**src/rtl/spa_pkg.sv**
```systemverilog
package spa_pkg;

  localparam int MAX_TERMS = 16;
  localparam int IDX_W     = (MAX_TERMS > 1) ? $clog2(MAX_TERMS) : 1;
  localparam int CNT_W     = $clog2(MAX_TERMS + 1);
  localparam int COEF_W    = 16;
  localparam int EXP_W     = 16;
  localparam int SUM_W     = COEF_W + 1;
  localparam int WORD_W    = COEF_W + EXP_W;

  typedef enum logic [1:0] {
    OP_APPEND_A = 2'd0,
    OP_APPEND_B = 2'd1,
    OP_ADD      = 2'd2
  } spa_op_t;

  typedef enum logic {
    S_IDLE,
    S_MERGE
  } spa_state_t;

  typedef struct packed {
    logic append_a;
    logic append_b;
    logic start;
    logic step;
    logic finish;
  } spa_cmd_t;

  typedef struct packed {
    logic done;
    logic out_free;
  } spa_stat_t;

endpackage

```
**src/rtl/sparse_polynomial_add_unit.sv**
```systemverilog
// Sparse polynomial adder. Operation 0 and 1 append a term (coefficient,
// exponent) to operand A or B, up to MAX_TERMS each; an append to a full
// operand is dropped and sets capacity_overflow. Operation 2 merges both
// operands by descending exponent, summing equal exponents and dropping zero
// sums, and emits one beat per sum term with last_term on the final one (or a
// single beat with is_term low if nothing remains); then both operands and the
// flag are cleared. An add walks both stores with a single compare-and-add unit,
// one merge step per free output slot, so output stalls hold it back. Input is
// stalled while an add runs.
module sparse_polynomial_add_unit (
  input  logic                               clk,
  input  logic                               rst,
  input  logic                               in_valid,
  output logic                               in_stall,
  input  logic [1:0]                         operation,
  input  logic signed [spa_pkg::COEF_W-1:0]  coefficient,
  input  logic [spa_pkg::EXP_W-1:0]          exponent,
  output logic                               out_valid,
  input  logic                               out_stall,
  output logic signed [spa_pkg::SUM_W-1:0]   sum_coefficient,
  output logic [spa_pkg::EXP_W-1:0]          sum_exponent,
  output logic                               is_term,
  output logic                               last_term,
  output logic                               capacity_overflow
);
  import spa_pkg::*;

  spa_cmd_t  cmd;
  spa_stat_t stat;

  spa_ctrl u_ctrl (
    .clk       (clk),
    .rst       (rst),
    .in_valid  (in_valid),
    .operation (operation),
    .in_stall  (in_stall),
    .stat      (stat),
    .cmd       (cmd)
  );

  spa_datapath u_datapath (
    .clk               (clk),
    .rst               (rst),
    .cmd               (cmd),
    .stat              (stat),
    .coefficient       (coefficient),
    .exponent          (exponent),
    .out_valid         (out_valid),
    .out_stall         (out_stall),
    .sum_coefficient   (sum_coefficient),
    .sum_exponent      (sum_exponent),
    .is_term           (is_term),
    .last_term         (last_term),
    .capacity_overflow (capacity_overflow)
  );

endmodule

```
**src/rtl/spa_ctrl.sv**
```systemverilog
module spa_ctrl (
  input  logic              clk,
  input  logic              rst,
  input  logic              in_valid,
  input  logic [1:0]        operation,
  output logic              in_stall,
  input  spa_pkg::spa_stat_t stat,
  output spa_pkg::spa_cmd_t  cmd
);
  import spa_pkg::*;

  spa_state_t state;
  spa_state_t state_next;
  logic       accept;

  always_ff @(posedge clk) begin
    if (rst) begin
      state <= S_IDLE;
    end else begin
      state <= state_next;
    end
  end

  always_comb begin
    state_next = state;
    cmd        = '0;
    in_stall   = (state != S_IDLE);
    accept     = in_valid && !in_stall;
    case (state)
      S_IDLE: begin
        if (accept) begin
          case (operation)
            OP_APPEND_A: cmd.append_a = 1'b1;
            OP_APPEND_B: cmd.append_b = 1'b1;
            OP_ADD: begin
              cmd.start  = 1'b1;
              state_next = S_MERGE;
            end
            default: ;
          endcase
        end
      end
      S_MERGE: begin
        // one merge step per free output slot
        if (stat.out_free) begin
          if (stat.done) begin
            cmd.finish = 1'b1;
            state_next = S_IDLE;
          end else begin
            cmd.step = 1'b1;
          end
        end
      end
      default: state_next = S_IDLE;
    endcase
  end

endmodule

```
**src/rtl/spa_datapath.sv**
```systemverilog
module spa_datapath (
  input  logic                               clk,
  input  logic                               rst,
  input  spa_pkg::spa_cmd_t                  cmd,
  output spa_pkg::spa_stat_t                 stat,
  input  logic signed [spa_pkg::COEF_W-1:0]  coefficient,
  input  logic [spa_pkg::EXP_W-1:0]          exponent,
  output logic                               out_valid,
  input  logic                               out_stall,
  output logic signed [spa_pkg::SUM_W-1:0]   sum_coefficient,
  output logic [spa_pkg::EXP_W-1:0]          sum_exponent,
  output logic                               is_term,
  output logic                               last_term,
  output logic                               capacity_overflow
);
  import spa_pkg::*;

  logic [WORD_W-1:0] store_a [MAX_TERMS];
  logic [WORD_W-1:0] store_b [MAX_TERMS];
  logic [CNT_W-1:0]  cnt_a;
  logic [CNT_W-1:0]  cnt_b;
  logic [CNT_W-1:0]  ia;
  logic [CNT_W-1:0]  ib;
  logic              ovf;

  // pending term: held back until we know whether it is the last one
  logic              hold_valid;
  logic [SUM_W-1:0]  hold_coef;
  logic [EXP_W-1:0]  hold_exp;

  logic [WORD_W-1:0] wa;
  logic [WORD_W-1:0] wb;
  logic [EXP_W-1:0]  ea;
  logic [EXP_W-1:0]  eb;
  logic [SUM_W-1:0]  ca;
  logic [SUM_W-1:0]  cb;
  logic              a_left;
  logic              b_left;
  logic              adv_a;
  logic              adv_b;
  logic              emit;
  logic [SUM_W-1:0]  cand_coef;
  logic [EXP_W-1:0]  cand_exp;

  assign a_left = (ia < cnt_a);
  assign b_left = (ib < cnt_b);
  assign wa     = store_a[ia[IDX_W-1:0]];
  assign wb     = store_b[ib[IDX_W-1:0]];
  assign ea     = wa[WORD_W-1:COEF_W];
  assign eb     = wb[WORD_W-1:COEF_W];
  assign ca     = {wa[COEF_W-1], wa[COEF_W-1:0]};
  assign cb     = {wb[COEF_W-1], wb[COEF_W-1:0]};

  always_comb begin
    adv_a     = 1'b0;
    adv_b     = 1'b0;
    emit      = 1'b1;
    cand_coef = cb;
    cand_exp  = eb;
    if (a_left && b_left) begin
      if (ea == eb) begin
        cand_coef = ca + cb;
        cand_exp  = ea;
        emit      = (cand_coef != '0);
        adv_a     = 1'b1;
        adv_b     = 1'b1;
      end else if (ea > eb) begin
        cand_coef = ca;
        cand_exp  = ea;
        adv_a     = 1'b1;
      end else begin
        adv_b     = 1'b1;
      end
    end else if (a_left) begin
      cand_coef = ca;
      cand_exp  = ea;
      adv_a     = 1'b1;
    end else begin
      adv_b     = 1'b1;
    end
  end

  assign stat.done     = !a_left && !b_left;
  assign stat.out_free = !out_valid || !out_stall;

  always_ff @(posedge clk) begin
    if (cmd.append_a && (cnt_a != CNT_W'(MAX_TERMS))) begin
      store_a[cnt_a[IDX_W-1:0]] <= {exponent, coefficient};
    end
    if (cmd.append_b && (cnt_b != CNT_W'(MAX_TERMS))) begin
      store_b[cnt_b[IDX_W-1:0]] <= {exponent, coefficient};
    end
  end

  always_ff @(posedge clk) begin
    if (rst) begin
      cnt_a      <= '0;
      cnt_b      <= '0;
      ovf        <= 1'b0;
      ia         <= '0;
      ib         <= '0;
      hold_valid <= 1'b0;
      out_valid  <= 1'b0;
    end else begin
      // a new beat loads over the one that leaves this cycle
      if (cmd.finish || (cmd.step && emit && hold_valid)) begin
        out_valid <= 1'b1;
      end else if (out_valid && !out_stall) begin
        out_valid <= 1'b0;
      end
      if (cmd.append_a) begin
        if (cnt_a == CNT_W'(MAX_TERMS)) begin
          ovf <= 1'b1;
        end else begin
          cnt_a <= cnt_a + CNT_W'(1);
        end
      end
      if (cmd.append_b) begin
        if (cnt_b == CNT_W'(MAX_TERMS)) begin
          ovf <= 1'b1;
        end else begin
          cnt_b <= cnt_b + CNT_W'(1);
        end
      end
      if (cmd.start) begin
        ia         <= '0;
        ib         <= '0;
        hold_valid <= 1'b0;
      end
      if (cmd.step) begin
        if (adv_a) begin
          ia <= ia + CNT_W'(1);
        end
        if (adv_b) begin
          ib <= ib + CNT_W'(1);
        end
        if (emit) begin
          hold_valid <= 1'b1;
        end
      end
      if (cmd.finish) begin
        hold_valid <= 1'b0;
        cnt_a      <= '0;
        cnt_b      <= '0;
        ovf        <= 1'b0;
      end
    end
  end

  always_ff @(posedge clk) begin
    if (cmd.step && emit) begin
      hold_coef <= cand_coef;
      hold_exp  <= cand_exp;
      if (hold_valid) begin
        sum_coefficient   <= hold_coef;
        sum_exponent      <= hold_exp;
        is_term           <= 1'b1;
        last_term         <= 1'b0;
        capacity_overflow <= ovf;
      end
    end
    if (cmd.finish) begin
      // empty sum gives a single marker beat
      sum_coefficient   <= hold_valid ? hold_coef : '0;
      sum_exponent      <= hold_valid ? hold_exp : '0;
      is_term           <= hold_valid;
      last_term         <= 1'b1;
      capacity_overflow <= ovf;
    end
  end

endmodule

```
**config.mk**
```make
export PLATFORM = sky130hd
export DESIGN_NAME = sparse_polynomial_add_unit
export DESIGN_NICKNAME = d
export VERILOG_FILES = /design/src/rtl/spa_pkg.sv /design/src/rtl/sparse_polynomial_add_unit.sv /design/src/rtl/spa_ctrl.sv /design/src/rtl/spa_datapath.sv
export SDC_FILE = /design/constraint.sdc
export NUM_CORES = 1
export LEC_CHECK = 0
export ABC_AREA = 0
export BUFFER_PORTS_ARGS = -buffer_cell sky130_fd_sc_hd__buf_2
export CAP_MARGIN = 20
export CORE_AREA = 2 2 270 272
export CTS_CLUSTER_DIAMETER = 200
export DETAILED_ROUTE_END_ITERATION = 8
export DIE_AREA = 0 0 272 274
export PLACE_DENSITY_LB_ADDON = 0.2
export SLEW_MARGIN = 25
export SYNTH_ARGS = -nofsm -noshare
export SYNTH_HDL_FRONTEND = slang
export SYNTH_HIERARCHICAL = 1
export SYNTH_SLANG_ARGS = --single-unit
```
**constraint.sdc**
```tcl
create_clock -name clk -period 8.2 [get_ports clk]
set_input_delay 0.82 -clock clk [delete_from_list [all_inputs] [get_ports clk]]
set_output_delay 0.82 -clock clk [all_outputs]
set_load 0.01 [all_outputs]
```
### Word-level counts from Yosys, hierarchy flattened

Memories as Yosys holds them, arrays and structs flattened. A register that Yosys moved wholly into a read port is not among the register bits.
Cells that the tools add are included.

| word-level totals | value |
|---|---|
| bits in registers | 93 |
| bits in writable memories | 1,024 |
| bits of input ports | 38 |
| output and inout port bits | 38 |
| logic and storage cells | 125 |
| memories kept | 2 |

| cells by class | value |
|---|---|
| $add $sub $neg | 5 |
| magnitude comparators | 3 |
| eq/ne operators | 7 |
| muxes and demuxes | 65 |
| bitwise gates (word level) | 3 |
| reduce and logical (&&, ||, !) cells | 25 |

Memories:

| name | words | width | rd ports | clocked after memory_dff | write ports | RTL line | text |
|---|---|---|---|---|---|---|---|
| u_datapath.store_a | 16 | 32 | 1 | 1 | 1 | spa_datapath.sv:18 | `logic [WORD_W-1:0] store_a [MAX_TERMS];` |
| u_datapath.store_b | 16 | 32 | 1 | 1 | 1 | spa_datapath.sv:19 | `logic [WORD_W-1:0] store_b [MAX_TERMS];` |

Operators by type and width:

| operator | number |
|---|---|
| $mux W17 | 8 |
| $mux W16 | 8 |
| $mux W1 | 36 |
| $mux W5 | 6 |
| $add A5 B1 Y5 const B | 4 |
| $add A16 B16 Y17 | 1 |
| $reduce_bool A17 Y1 | 1 |
| $eq A16 B16 Y1 | 1 |
| $gt A16 B16 Y1 | 1 |
| $eq A5 B5 Y1 const B | 2 |
| $lt A5 B5 Y1 | 2 |
| $ne A5 B5 Y1 const B | 2 |
| $logic_and A1 B1 Y1 | 8 |
| $mux W4 | 2 |
| $reduce_and A2 Y1 | 4 |
| $mux W3 | 2 |
| $reduce_bool A2 Y1 | 3 |
| $logic_not A1 Y1 | 5 |
| $mux W2 | 2 |
| $not A1 Y1 | 3 |
| $eq A2 B1 Y1 const B | 1 |
| $eq A2 B2 Y1 const B | 1 |
| $logic_not A2 Y1 | 1 |
| $logic_or A1 B1 Y1 | 2 |
| 2 further kinds | 2 |

### Depth between registers and ports, before layout

| logic depth | value |
|---|---|
| depth in word-level cells | 10 |
| mapped depth | 16 |
| depth with buffers taken out | 13 |

### Cells and area by module

Netlist, hierarchy kept.

By module, submodules not included:

| module | instances | cells an instance | area each (µm²) | sequential area each (µm²) |
|---|---|---|---|---|
| spa_datapath | 1 | 1,987 | 43,985.9 | 33,271.9 |
| spa_ctrl | 1 | 9 | 93.8 | 20.0 |

### Worst setup path after synthesis

Ideal clock, no wire load.

| timing path | value |
|---|---|
| path type | flip-flop to flip-flop |
| start | reg u_datapath.ib[0] |
| end | reg u_datapath.capacity_overflow (enable) |
| library setup time | 0.476 ns |
| data arrival time | 6.502 ns |
| data required time | 7.724 ns |
| path slack | 1.222 ns |
| stages on the path, launching flop included | 15 |
| path buffers | 3 |
| clock period less this slack | 6.978 ns |
| path through | dfxtp_1 -> clkbuf_1 -> clkbuf_1 -> buf_2 -> mux4_2 -> mux4_2 -> ha_1 -> a21o_1 -> a2111o_1 -> o21a_4 -> a2111oi_0 -> a311oi_2 -> o2111ai_2 -> nor4b_4 -> o21ai_0 |

| on the way | value |
|---|---|
| longest elaborated chain between the ends | 9 |
| elaborated cells on any way between the ends | 13 |
| classes of those cells | 1 x order compare; 5 x mux; 7 x reduce/logical |

RTL lines:

| element | RTL line | text |
|---|---|---|
| from (decl) | spa_datapath.sv:23 | `logic [CNT_W-1:0] ib;` |
| from (signal assigned) | spa_datapath.sv:135 | `ib <= ib + CNT_W'(1);` |
| $lt A5 B5 Y1 (*) | spa_datapath.sv:46 | `assign b_left = (ib < cnt_b);` |
| $logic_not A1 Y1 | spa_datapath.sv:83 | `assign stat.done = !a_left && !b_left;` |
| $logic_and A1 B1 Y1 | spa_datapath.sv:83 |  |
| $mux W1 | spa_ctrl.sv:46 | `if (stat.done) begin` |
| $mux W2 | spa_ctrl.sv:45 | `if (stat.out_free) begin` |
| $mux W2 | spa_ctrl.sv:29 | `case (state)` |
| $logic_and A1 B1 Y1 | spa_datapath.sv:151 | `if (cmd.step && emit) begin` |
| $reduce_bool A2 Y1 (no source line) | n/a |  |
| $reduce_and A2 Y1 (no source line) (*) | n/a |  |
| to (signal assigned) | spa_datapath.sv:159 | `capacity_overflow <= ovf;` |
| to (signal assigned) | spa_datapath.sv:168 | `capacity_overflow <= ovf;` |
| to (decl) | spa_datapath.sv:14 | `output logic capacity_overflow` |

Mark *: on every way between the ends. The rest lies on a longest branch, timed or not.
A chain may end at the register's enable or synchronous reset.

### Worst setup path in the final report

| timing path | value |
|---|---|
| start | reg u_datapath.ib[0] |
| end | reg u_datapath/sum_exponent[2] (netlist bit) (enable) |

| on the way | value |
|---|---|
| longest elaborated chain between the ends | 9 |
| elaborated cells on any way between the ends | 13 |
| classes of those cells | 1 x order compare; 5 x mux; 7 x reduce/logical |

RTL lines:

| element | RTL line | text |
|---|---|---|
| $lt A5 B5 Y1 (*) | spa_datapath.sv:46 |  |
| $logic_not A1 Y1 | spa_datapath.sv:83 |  |
| $logic_and A1 B1 Y1 | spa_datapath.sv:83 |  |
| $mux W1 | spa_ctrl.sv:46 |  |
| $mux W2 | spa_ctrl.sv:45 |  |
| $mux W2 | spa_ctrl.sv:29 |  |
| $logic_and A1 B1 Y1 | spa_datapath.sv:151 |  |
| $reduce_bool A2 Y1 (no source line) | n/a |  |
| $reduce_and A2 Y1 (no source line) (*) | n/a |  |
| to (signal assigned) | spa_datapath.sv:156 | `sum_exponent <= hold_exp;` |
| to (signal assigned) | spa_datapath.sv:165 | `sum_exponent <= hold_valid ? hold_exp : '0;` |
| to (decl) | spa_datapath.sv:11 | `output logic [spa_pkg::EXP_W-1:0] sum_exponent,` |

Marks and branches as above.

==> impl_metrics.toml <==
[power]
leakage_nw = 15.48
power_density_nw_per_um2 = 231.9
irDropWorstVdd_mv = 0.2342
finalPower_mw = 11.49

[logic_synthesis]
synth_warnings = 6
synth.avg_cell_area_um2 = 22.08
syn-num-nets = 2085
synth.distinct_cells = 67
synth_seq_area_share_pct = 75.53
ys.flop_type = "edfxtp_1"
ys_ff_latch = 1117
synth_edf_count = 1092
synth_async_sr_flop_share_pct = 0
netlist_area_um2 = 44080
synthCells = 1996

[floorplan]
rows = 99
die_y_um = 274
die_w_um = 272
start_util_pct = 61.25
die-area_um2 = 74530
core_um2 = 71970
io-pin-count = 76

[clocking]
clkSlewWorstSetupHoldPaths_ps = 60
cts_setup_buffers = 0
clock_latency_ps = 670
cts_root_buffer = "clkbuf_16"
cts-hold-fix-buffers = 0
cts_resized = 0
cts_tree = "yes"
clock-sinks = 1117
cts_htree_levels = 3
cts_buffer_depth = 3
numCtsBuffers = 108

[critical_path]
slowest_stage = "nor3_1"
worstPathCellList = "buf_4, mux4_2, mux4_2, inv_1, ha_1, nand4_1, nor3_1, nand4_2, nor4_1, nand3_1, nor4b_4, o21ai_4, buf_16"
path_class = "flip-flop to flip-flop"
crit_top_cell = "mux4_2"
critPathMaxStageDelay_ps = 850
startpoint_type = "flip-flop"
worst_ep_required_time_ps = 8610
cp.arrival_ps = 6620
crit_path_max_fanout = 34
worstSetupEndpointType = "flip-flop"

[drt]
drc = 0
wirelength_um = 107400
vias = 21873
drtPass1Iterations = 5
ant_nets = 0
dr.first_iter.drc_count = 2648
wire_per_inst_um = 33.67
viasPerCell = 6.857

[sta]
max_freq_mhz = 161.1
period_needed_ps = 6209
final_max_slew_viol_count = 0
setup_violations = 0
fin_skew_ps = 19.55
rsz0062_at_grt = "false"
tightest_slew_ps = 991.9
fin_crit_sh_pct = 75.72
hold_violations = 0
fin_setup_tns_ps = 0
slew_headroom_pct = 33.36

[final_layout]
nNetsFinal = 2235
synthToLayoutAreaGrowth_pct = 12.43
layout-drive-gt1-share_pct = 30.72

[job]
maxCapViolCount = 0

[status]
status = "finished clean"

[place]
hpwl_um = 54090
gp_congestion = 0.8794
io_buffers = 75

[grt]
grt_pass1_wl_um = 153500
grt_pass1_vias = 21737
gr-total-overflow = 0
antenna_found_initial = 6
grt_util_all_layers_pct = 29.45
grt_max_degree = 57

[hold_path]
min_path_type = "primary input to flip-flop"
worst paths after layout:
kind	from	end	slack, ps	depth (start not counted)
min	rst	u_datapath/ib[1]	510	2
max reg2reg	u_datapath/ib[0]	u_datapath/sum_exponent[2]	1990	13
max	u_datapath/ib[0]	u_datapath/sum_exponent[2]	1990	13
min reg2reg	u_datapath/hold_valid	u_datapath/hold_valid	520	2
critical path, delay by kind of cell, from the launching register on:
kind | cells | cell delay (ps)
and+or+nand+nor | 6 | 2690
muxes | 2 | 1100
buffers and inverters | 3 | 1000
DFF | 1 | 660
AOI/OAI and AO/OA | 1 | 300
adders and majority gates | 1 | 120
kinds of logic (layout without fill, tap and decap cells):
kind of cell | count (synthesis) | after routing | share of synthesized area (%)
fa+ha+maj | 51 | 51 | 1.465
xor+xnor | 17 | 17 | 0.3378
other cells | 0 | 1 | 0
simple gates | 204 | 204 | 2.487
buf+inv | 132 | 366 | 1.187
flops | 1117 | 1117 | 75.53
compound gates | 134 | 134 | 2.120
mux | 341 | 341 | 16.88
final cells by class:
cell class	count	area, µm²
antenna	1	2.502
tap	959	1200
inverter	41	153.9
multi-input combinational	747	10500
clock buffer	138	2950
clock inverter	56	554.3
fill	4288	22410
sequential	1117	33310
timing repair buffer	131	885.9
state kept, by name (all words and copies together) (netlist names):
signal                        cells
u_datapath/store_a              512
u_datapath/store_b              512
u_datapath/hold_coef             17
u_datapath/sum_coefficient       17
u_datapath/hold_exp              16
u_datapath/sum_exponent          16
u_datapath/cnt_a                  5
u_datapath/cnt_b                  5
u_datapath/ia                     5
u_datapath/ib                     5
u_ctrl/in_stall                   1
u_datapath/capacity_overflow      1
u_datapath/hold_valid             1
u_datapath/is_term                1
u_datapath/last_term              1
u_datapath/out_valid              1
u_datapath/ovf                    1
layout by cell type, fill, tap and decap left out, types with 25 or more instances in the layout:
cell type / Yosys / routed
edfxtp_1: 1092 / 1092
o21ai_0: 30 / 29
clkbuf_16: 0 / 112
nor2_1: 52 / 27
ha_1: 50 / 50
and2_1: 42 / 34
nor2_4: 0 / 25
inv_1: 39 / 39
buf_2: 22 / 75
buf_4: 0 / 50
mux4_2: 320 / 320
nand2_1: 39 / 39
synthesized netlist by cell type (11+ instances only):
master	count	area (µm²)
inv_1	39	146.4
a21o_1	16	120.1
a21oi_1	22	110.1
nand4_1	11	68.82
clkbuf_1	61	229.0
mux4_2	320	7207
ha_1	50	625.6
and2_1	42	262.8
buf_2	22	110.1
o21ai_0	30	150.1
nor2_1	52	195.2
nand2_1	39	146.4
mux2_2	18	202.7
dfxtp_1	25	500.5
a22oi_1	16	120.1
xnor2_1	12	105.1
edfxtp_1	1092	32790
metal layers:
metal | share of wire [%] | GRT usage, %
met1 | 40 | 43.69
met2 | 48 | 45.73
met3 | 9.2 | 4.519
met4 | 3.5 | 10.50
met5 | 0.012 | 0
metrics by stage:
stage | utilization [%] | worst slack, ps | std cells | area, µm² | hold slack [ps]
6_report | 68.86 | 1991 | 3190 | 49560 | 514.6
5_1_grt | 68.86 | 1529 | 3190 | 49560 | 532.1
4_1_cts | 68.82 | 2032 | 3188 | 49530 | 478.6
3_5_place_dp | 63.95 | 2050 | 2994 | 46020 | 490.7
3_3_place_gp | 63.90 | 2238 | 2993 | 45990 | 490.9
2_1_floorplan | - | 1222 | 1996 | 44080 | 409.1
where the power goes:
group          total [mW]  switching (mW)  internal, mW
combinational       0.283           0.191        0.0924
clock                4.91            2.07          2.85
sequential           6.29         0.00830          6.28
total                11.5            2.27          9.22
Note: power is estimated with default switching activity, not from simulation.
